**src/sv/frwa_pkg.sv**
```systemverilog
package frwa_pkg;

  // Field and register widths
  localparam int FrameW  = 16;
  localparam int RateW   = 10;
  localparam int ThreshW = 16;
  localparam int CountW  = 6;

  // Configuration port
  localparam int CfgIdxW  = 2;
  localparam int CfgDataW = 16;
  localparam logic [CfgIdxW-1:0] CfgThreshIdx = 2'd0;
  localparam logic [CfgIdxW-1:0] CfgCountIdx  = 2'd1;

  // Register reset values
  localparam logic [ThreshW-1:0] ThreshReset = 16'd8;
  localparam logic [CountW-1:0]  CountReset  = 6'd4;

  // Rate arithmetic
  localparam int RateScale = 1000;
  localparam int FastRate  = 500;

  localparam int DefWindowSamples = 32;

endpackage

```
**src/sv/frwa_ram.sv**
```systemverilog
module frwa_ram #(
  parameter int Width = 10,
  parameter int Depth = 32
) (
  input  logic                     clk_i,
  input  logic                     we_i,
  input  logic [$clog2(Depth)-1:0] waddr_i,
  input  logic [Width-1:0]         wdata_i,
  input  logic [$clog2(Depth)-1:0] raddr_i,
  output logic [Width-1:0]         rdata_o
);

  logic [Width-1:0] mem [Depth];
  logic [Width-1:0] rdata_q;

  always_ff @(posedge clk_i) begin
    if (we_i) begin
      mem[waddr_i] <= wdata_i;
    end
    rdata_q <= mem[raddr_i];
  end

  assign rdata_o = rdata_q;

endmodule

```
**src/sv/frwa_div.sv**
```systemverilog
// Restoring divider, one quotient bit per cycle. Divisor must be nonzero.
module frwa_div #(
  parameter int Width = 16
) (
  input  logic             clk_i,
  input  logic             rst_ni,
  input  logic             start_i,
  input  logic [Width-1:0] dividend_i,
  input  logic [Width-1:0] divisor_i,
  output logic             done_o,
  output logic [Width-1:0] quotient_o
);

  localparam int CntW = $clog2(Width + 1);

  logic [Width-1:0] rem_q, rem_d;
  logic [Width-1:0] quo_q, quo_d;
  logic [Width-1:0] dvs_q, dvs_d;
  logic [CntW-1:0]  cnt_q, cnt_d;
  logic             busy_q, busy_d;
  logic             done_q, done_d;

  logic [Width:0] trial;
  logic [Width:0] diff;
  logic           fits;

  assign trial = {rem_q, quo_q[Width-1]};
  assign diff  = trial - {1'b0, dvs_q};
  assign fits  = trial >= {1'b0, dvs_q};

  always_comb begin
    rem_d  = rem_q;
    quo_d  = quo_q;
    dvs_d  = dvs_q;
    cnt_d  = cnt_q;
    busy_d = busy_q;
    done_d = 1'b0;
    if (start_i) begin
      rem_d  = '0;
      quo_d  = dividend_i;
      dvs_d  = divisor_i;
      cnt_d  = CntW'(Width);
      busy_d = 1'b1;
    end else if (busy_q) begin
      rem_d = fits ? diff[Width-1:0] : trial[Width-1:0];
      quo_d = {quo_q[Width-2:0], fits};
      cnt_d = cnt_q - 1'b1;
      if (cnt_q == CntW'(1)) begin
        busy_d = 1'b0;
        done_d = 1'b1;
      end
    end
  end

  always_ff @(posedge clk_i or negedge rst_ni) begin
    if (!rst_ni) begin
      rem_q  <= '0;
      quo_q  <= '0;
      dvs_q  <= '0;
      cnt_q  <= '0;
      busy_q <= 1'b0;
      done_q <= 1'b0;
    end else begin
      rem_q  <= rem_d;
      quo_q  <= quo_d;
      dvs_q  <= dvs_d;
      cnt_q  <= cnt_d;
      busy_q <= busy_d;
      done_q <= done_d;
    end
  end

  assign done_o     = done_q;
  assign quotient_o = quo_q;

endmodule

```
**src/sv/frame_rate_window_average_core.sv**
```systemverilog
// Per item: instant rate division (skipped for a zero frame time), then mean frame time
// division (skipped for the first item, a rate of 500 or more, or an empty window), then
// N ring insertions: WindowSamples for the first item, else 1 at a fast rate or near the
// mean, else the count register (none if 0). DivW = 16 at the default window of 32. One
// item at a time, taken once the last result is registered; up to two bit-serial divides.
// Reset: asynchronous, active low; clears sum, slot, primed and handshakes, no clearing pass.
module frame_rate_window_average_core #(
  parameter int WindowSamples = frwa_pkg::DefWindowSamples
) (
  input  logic                          clk_i,
  input  logic                          rst_ni,
  // configuration write channel
  input  logic                          cfg_valid_i,
  output logic                          cfg_ready_o,
  input  logic [frwa_pkg::CfgIdxW-1:0]  cfg_index_i,
  input  logic [frwa_pkg::CfgDataW-1:0] cfg_data_i,
  // frame time input
  input  logic                          in_valid_i,
  output logic                          in_ready_o,
  input  logic [frwa_pkg::FrameW-1:0]   frame_ms_i,
  // mean rate output
  output logic                          out_valid_o,
  input  logic                          out_ready_i,
  output logic [frwa_pkg::RateW-1:0]    mean_rate_o
);

  localparam int RateW   = frwa_pkg::RateW;
  localparam int FrameW  = frwa_pkg::FrameW;
  localparam int ThreshW = frwa_pkg::ThreshW;
  localparam int CountW  = frwa_pkg::CountW;

  // Window sum never exceeds RateScale * WindowSamples.
  localparam int MeanNum  = frwa_pkg::RateScale * WindowSamples;
  localparam int SumW     = $clog2(MeanNum + 1);
  localparam int DivW     = (SumW > FrameW) ? SumW : FrameW;
  localparam int SlotW    = $clog2(WindowSamples);
  localparam int MaxCount = (1 << CountW) - 1;
  localparam int MaxTimes = (WindowSamples > MaxCount) ? WindowSamples : MaxCount;
  localparam int TimesW   = $clog2(MaxTimes + 1);

  // sum / WindowSamples as a multiply by the rounded-up reciprocal; exact for any
  // SumW-bit sum with a shift of SumW + clog2(WindowSamples).
  localparam int RecipShift = SumW + SlotW;
  localparam int RecipW     = SumW + 2;
  localparam logic [RecipW-1:0] RecipMul =
    RecipW'(((1 << RecipShift) + WindowSamples - 1) / WindowSamples);

  typedef enum logic [3:0] {
    S_IDLE,
    S_RATE,       // instant rate division
    S_DECIDE,     // pick the insertion count
    S_MEAN,       // mean frame time division
    S_READ,       // first ring read of the insertion run
    S_INSERT,     // read-modify-write, one slot per cycle
    S_PRIME,      // first item: fill the ring, no reads needed
    S_OUT_HOLD    // wait for the output register to free up
  } state_e;

  state_e             state_q, state_d;
  logic [FrameW-1:0]  frame_q, frame_d;
  logic [RateW-1:0]   rate_q, rate_d;
  logic [SumW-1:0]    sum_q, sum_d;
  logic [SlotW-1:0]   slot_q, slot_d;
  logic [TimesW-1:0]  times_q, times_d;
  logic               primed_q, primed_d;
  logic [ThreshW-1:0] thresh_q, thresh_d;
  logic [CountW-1:0]  count_q, count_d;
  logic               out_valid_q, out_valid_d;
  logic [RateW-1:0]   mean_rate_q, mean_rate_d;

  logic [SlotW-1:0] slot_nxt;
  logic             ram_we;
  logic [SlotW-1:0] ram_raddr;
  logic [RateW-1:0] ram_rdata;

  logic            div_start;
  logic [DivW-1:0] div_dividend;
  logic [DivW-1:0] div_divisor;
  logic            div_done;
  logic [DivW-1:0] div_quo;

  logic [DivW-1:0] frame_ext;
  logic [DivW-1:0] mean_diff;
  logic            near_mean;

  logic [SumW+RecipW-1:0] mean_prod;

  assign slot_nxt = (slot_q == SlotW'(WindowSamples - 1)) ? '0 : slot_q + 1'b1;

  // |mean frame time - frame time| against the threshold
  assign frame_ext = DivW'(frame_q);
  assign mean_diff = (div_quo >= frame_ext) ? div_quo - frame_ext : frame_ext - div_quo;
  assign near_mean = mean_diff <= DivW'(thresh_q);

  assign mean_prod = {{RecipW{1'b0}}, sum_q} * {{SumW{1'b0}}, RecipMul};

  assign cfg_ready_o = 1'b1;
  assign in_ready_o  = (state_q == S_IDLE);
  assign out_valid_o = out_valid_q;
  assign mean_rate_o = mean_rate_q;

  always_comb begin
    state_d      = state_q;
    frame_d      = frame_q;
    rate_d       = rate_q;
    sum_d        = sum_q;
    slot_d       = slot_q;
    times_d      = times_q;
    primed_d     = primed_q;
    thresh_d     = thresh_q;
    count_d      = count_q;
    out_valid_d  = out_valid_q;
    mean_rate_d  = mean_rate_q;
    ram_we       = 1'b0;
    ram_raddr    = slot_q;
    div_start    = 1'b0;
    div_dividend = '0;
    div_divisor  = '0;

    // Register writes; unknown indexes are dropped.
    if (cfg_valid_i) begin
      if (cfg_index_i == frwa_pkg::CfgThreshIdx) begin
        thresh_d = cfg_data_i[ThreshW-1:0];
      end else if (cfg_index_i == frwa_pkg::CfgCountIdx) begin
        count_d = cfg_data_i[CountW-1:0];
      end
    end

    if (out_valid_q && out_ready_i) begin
      out_valid_d = 1'b0;
    end

    unique case (state_q)
      S_IDLE: begin
        if (in_valid_i) begin
          frame_d = frame_ms_i;
          if (frame_ms_i == '0) begin
            // under one millisecond: rate pinned to full scale
            rate_d  = RateW'(frwa_pkg::RateScale);
            state_d = S_DECIDE;
          end else begin
            div_start    = 1'b1;
            div_dividend = DivW'(frwa_pkg::RateScale);
            div_divisor  = DivW'(frame_ms_i);
            state_d      = S_RATE;
          end
        end
      end
      S_RATE: begin
        if (div_done) begin
          rate_d  = div_quo[RateW-1:0];
          state_d = S_DECIDE;
        end
      end
      S_DECIDE: begin
        priority if (!primed_q) begin
          primed_d = 1'b1;
          times_d  = TimesW'(WindowSamples);
          state_d  = S_PRIME;
        end else if (rate_q >= RateW'(frwa_pkg::FastRate)) begin
          times_d = TimesW'(1);
          state_d = S_READ;
        end else if (sum_q == '0) begin
          // empty window: treated as beyond the threshold
          times_d = TimesW'(count_q);
          state_d = (count_q == '0) ? S_OUT_HOLD : S_READ;
        end else begin
          div_start    = 1'b1;
          div_dividend = DivW'(MeanNum);
          div_divisor  = DivW'(sum_q);
          state_d      = S_MEAN;
        end
      end
      S_MEAN: begin
        if (div_done) begin
          times_d = near_mean ? TimesW'(1) : TimesW'(count_q);
          state_d = (near_mean || count_q != '0) ? S_READ : S_OUT_HOLD;
        end
      end
      S_READ: begin
        state_d = S_INSERT;
      end
      S_INSERT: begin
        // rdata holds the slot being replaced; the next slot is read meanwhile.
        // With at least two slots the read never hits the slot written this cycle.
        ram_we    = 1'b1;
        ram_raddr = slot_nxt;
        sum_d     = sum_q - SumW'(ram_rdata) + SumW'(rate_q);
        slot_d    = slot_nxt;
        times_d   = times_q - 1'b1;
        if (times_q == TimesW'(1)) begin
          state_d = S_OUT_HOLD;
        end
      end
      S_PRIME: begin
        // ring not yet filled: nothing to subtract, every slot is overwritten
        ram_we  = 1'b1;
        sum_d   = sum_q + SumW'(rate_q);
        slot_d  = slot_nxt;
        times_d = times_q - 1'b1;
        if (times_q == TimesW'(1)) begin
          state_d = S_OUT_HOLD;
        end
      end
      S_OUT_HOLD: begin
        // window sum is final here; mean comes straight from the reciprocal product
        if (!out_valid_q || out_ready_i) begin
          mean_rate_d = mean_prod[RecipShift +: RateW];
          out_valid_d = 1'b1;
          state_d     = S_IDLE;
        end
      end
      default: begin
        state_d = S_IDLE;
      end
    endcase
  end

  always_ff @(posedge clk_i or negedge rst_ni) begin
    if (!rst_ni) begin
      state_q     <= S_IDLE;
      frame_q     <= '0;
      rate_q      <= '0;
      sum_q       <= '0;
      slot_q      <= '0;
      times_q     <= '0;
      primed_q    <= 1'b0;
      thresh_q    <= frwa_pkg::ThreshReset;
      count_q     <= frwa_pkg::CountReset;
      out_valid_q <= 1'b0;
      mean_rate_q <= '0;
    end else begin
      state_q     <= state_d;
      frame_q     <= frame_d;
      rate_q      <= rate_d;
      sum_q       <= sum_d;
      slot_q      <= slot_d;
      times_q     <= times_d;
      primed_q    <= primed_d;
      thresh_q    <= thresh_d;
      count_q     <= count_d;
      out_valid_q <= out_valid_d;
      mean_rate_q <= mean_rate_d;
    end
  end

  frwa_ram #(
    .Width(RateW),
    .Depth(WindowSamples)
  ) u_ring (
    .clk_i  (clk_i),
    .we_i   (ram_we),
    .waddr_i(slot_q),
    .wdata_i(rate_q),
    .raddr_i(ram_raddr),
    .rdata_o(ram_rdata)
  );

  frwa_div #(
    .Width(DivW)
  ) u_div (
    .clk_i     (clk_i),
    .rst_ni    (rst_ni),
    .start_i   (div_start),
    .dividend_i(div_dividend),
    .divisor_i (div_divisor),
    .done_o    (div_done),
    .quotient_o(div_quo)
  );

endmodule
```
**config.mk**
```make
export PLATFORM = sky130hd
export DESIGN_NAME = frame_rate_window_average_core
export DESIGN_NICKNAME = d
export VERILOG_FILES = /design/src/sv/frwa_pkg.sv /design/src/sv/frwa_ram.sv /design/src/sv/frwa_div.sv /design/src/sv/frame_rate_window_average_core.sv
export SDC_FILE = /design/constraint.sdc
export NUM_CORES = 1
export LEC_CHECK = 0
export ABC_CLOCK_PERIOD_IN_PS = 6220
export BUFFER_PORTS_ARGS = -buffer_cell sky130_fd_sc_hd__buf_2
export CAP_MARGIN = 10
export CORE_ASPECT_RATIO = 0.9
export CORE_MARGIN = 4
export CORE_UTILIZATION = 64
export DETAILED_ROUTE_END_ITERATION = 8
export PLACE_DENSITY_LB_ADDON = 0.25
export SLEW_MARGIN = 40
export SYNTH_ARGS = -nofsm -noshare
export SYNTH_HDL_FRONTEND = slang
export SYNTH_SLANG_ARGS = --single-unit
```
**constraint.sdc**
```tcl
create_clock -name clk_i -period 6.22 [get_ports clk_i]
set_input_delay 0.311 -clock clk_i [delete_from_list [all_inputs] [get_ports clk_i]]
set_output_delay 0.311 -clock clk_i [all_outputs]
set_load 0.01 [all_outputs]
```
==> reports/results.txt <==
Status - completed
Seq/Total Area, Yosys - 0.569
Pwr dens - 615 mW/mm2
Initial core utilization - 0.650
Setup violators final - 0
Area Overhead vs Synth - 10.2%
Clock Path Buffers - 3
Drt initial violations - 2032
Reg clk slew, reported paths - 0.06 ns
FP Rows - 66
Routed wire per std cell - 21.5 um
Relative slew margins - 0.428
Fmax - 193 MHz
Antenna fix cells - 0
Detail-routed via count per cell - 6.33
Post-route minimum period - 5.19 ns
Period utilization - 0.834
Cts repair resizes - 0
Final Instance Count excl. Fillers - 2742
Measured slew at the worst slew-check pin - 0.856 ns
Final hold vios - 0
Die ar. - 0.0400 mm2
Clock sinks - 474
Multi-input logic area - 0.00921 mm2
Postcts setup bufs - 0
Post-detail-place hpwl - 38.8 mm
Top FF cell, synth - edfxtp_1
Worst setup SP type - flop
WP data arrival - 5.65 ns
Core region area - 0.0363 mm2
Layout cell share with drive strength beyond 1 - 0.106
Netlist cell types - 78
Most frequent cells in the layout - nand2_1, edfxtp_1, dfrtp_1
Clock Skew - 0.0134 ns
DRC - 0
Pre-antenna DRT Iters - 7
Chip height - 190 um
IO Count - 52
Avg Inst Size Synth - 10.8 um2
Yosys reg bits - 474
VDD IR max - 0.320 mV
GP Congestion - 0.958
Layout fillers - 2567
Ys async rst share - 0.304
# hold bufs at CTS - 18
Port Buffer Count - 50
Drt total wl - 58.9 mm
Grt total ovfl - 0
TNS Setup - 0 ns
Final antenna-violating net count - 0
Overall routing resource usage - 0.293
Max-cap check violation count - 0
Syn nets - 2344
Vias - 17369
Synth warn - 0
H-tree depth - 2
Worst EP required - 6.68 ns
Antenna violations before repair - 1
Crit path capture type - flop
TritonCTS buffer count - 47
Worst skew pair latency - 0.58 ns
Most common cell after layout, fill and taps aside - nand2_1
Crit path kind - reg -> reg
Critical path fanouts, max - 15
Sequential cell area - 0.0134 mm2
Slew Viols, Final - 0
Worst Hold Class - in -> reg
TritonCTS clock tree - built
# placed instances - 2635
RSZ-0062 raised after global routing - false
Pin count of the biggest net entering global routing - 81
Synthesized cell area - 0.0236 mm2
Root Buffer Master - clkbuf_16
Static Leak - 0.0104 uW
First-pass GRT wire length - 92.5 mm
Vias in the first global route - 16842
Post-Syn Instances - 2189
Number of enable flip-flop cells after synthesis - 320
Final net count - 2384
Die width - 210 um
sequential cells by signal (all words and copies together), names as in the netlist, 6 cells and up:
signal and flops:
u_ring.mem 320, mean_rate_o 10, sum_q 15, times_q 6
frame_ext 16, count_q 6, u_ring.rdata_o 10, u_div.quotient_o 16
rate_q 10, u_div.rem_q 16, u_div.dvs_q 16, thresh_q 16
metal layers:
| metal | vias to the layer above | wire [um] | share of wire | track usage |
|---|---|---|---|---|
| li1 | 7949 | - | - | - |
| met1 | 8441 | 25300 | 0.43 | 0.442 |
| met2 | 879 | 26400 | 0.45 | 0.442 |
| met3 | 100 | 5780 | 0.098 | 0.0531 |
| met4 | 0 | 1430 | 0.024 | 0.0851 |
| met5 | - | 0 | 0 | 0 |
cells in the mapped netlist (all sizes together), types with 11 or more instances:
master    n  area [um2]
nand2   395        1480
edfxtp  320        9610
dfrtp   142        3550
inv     139         522
nand3   122         611
nor2    119         447
o21ai   119         596
ha      102        1280
a21oi   100         512
buf      68         388
clkbuf   44         168
mux2i    39         394
nor3     34         175
a211oi   33         278
a31oi    31         194
and3     26         163
xnor2    23         201
a21o     22         165
a311oi   22         193
mux2     20         225
xor2     19         166
and2     18         113
o21a     17         128
nor2b    16         103
fa       14         280
o221ai   13         114
o22ai    12        75.1
a22oi    11        82.6
nand2b   11        68.8
critical path, stage by stage, from the launching register on:
cell and delay (ns):
dfrtp_1 0.41, inv_1 0.09, ha_1 0.16, inv_1 0.05, fa_1 0.38, nand3_1 0.10, a21oi_1 0.11, nor4_1 0.31
o211ai_1 0.14, o2111ai_1 0.12, nand2_1 0.34, buf_4 0.32, nor3_1 0.22, o31ai_1 0.10, xnor2_1 0.13, ha_1 0.30
a21o_1 0.17, a21oi_1 0.21, nand2_1 0.07, o21ai_0 0.62, a31oi_1 0.23, a32o_1 0.26, a22o_1 0.23
kinds of logic after synthesis:
family / after synthesis / synth area share
and+or+nand+nor: 793 / 0.150
DFF: 474 / 0.569
AOI/OAI and AO/OA: 451 / 0.126
buffers and inverters: 251 / 0.0457
adders and majority gates: 116 / 0.0660
muxes: 61 / 0.0282
xor gates and xnor gates: 42 / 0.0156
other: 1 / 0.000159
path summary, 6_finish.rpt:
path | from | to | slack (ns) | cells past startpoint
max | u_div.quotient_o[0] | times_q[4] | 1.03 | 22
min | frame_ms_i[7] | frame_ext[7] | 0.04 | 3
min reg2reg | mean_rate_o[2] | mean_rate_o[2] | 0.50 | 1
max reg2reg | u_div.quotient_o[0] | times_q[4] | 1.03 | 22
max in group asynchronous | rst_ni | u_div.busy_q | 5.07 | 3
min in group asynchronous | rst_ni | thresh_q[11] | 0.21 | 2
where the power goes:
group | switching, uW | total [uW] | leakage [uW] | internal (uW)
logic | 5360 | 8640 | 0.00484 | 3280
registers | 509 | 4590 | 0.00488 | 4080
clock network | 1200 | 2750 | 0.000730 | 1550
stage by stage:
stage / worst slack [ns] / hold WS [ns] / util / cell area [um2] / total power [uW]
after floorplan: 2.11 / 0.0154 / - / 23600 / 10900
after global placement: 1.27 / 0.403 / 0.666 / 24100 / 12700
after detailed placement: 1.12 / 0.413 / 0.669 / 24200 / 13000
after CTS: 1.10 / 0.0183 / 0.714 / 25900 / 15800
after global routing: 0.630 / 0.0504 / 0.716 / 26000 / 17200
final: 1.03 / 0.0443 / 0.716 / 26000 / 16000
layout make-up:
cell class              instances  area share
clock buffers                  64      0.0497
clock inverters                22     0.00723
inverters                     139      0.0201
multi-input cells            1464       0.354
flip-flops and latches        474       0.517
well taps                     476      0.0229
repair buffers                103      0.0290
No activity file was read; power rests on OpenSTA's default activity.
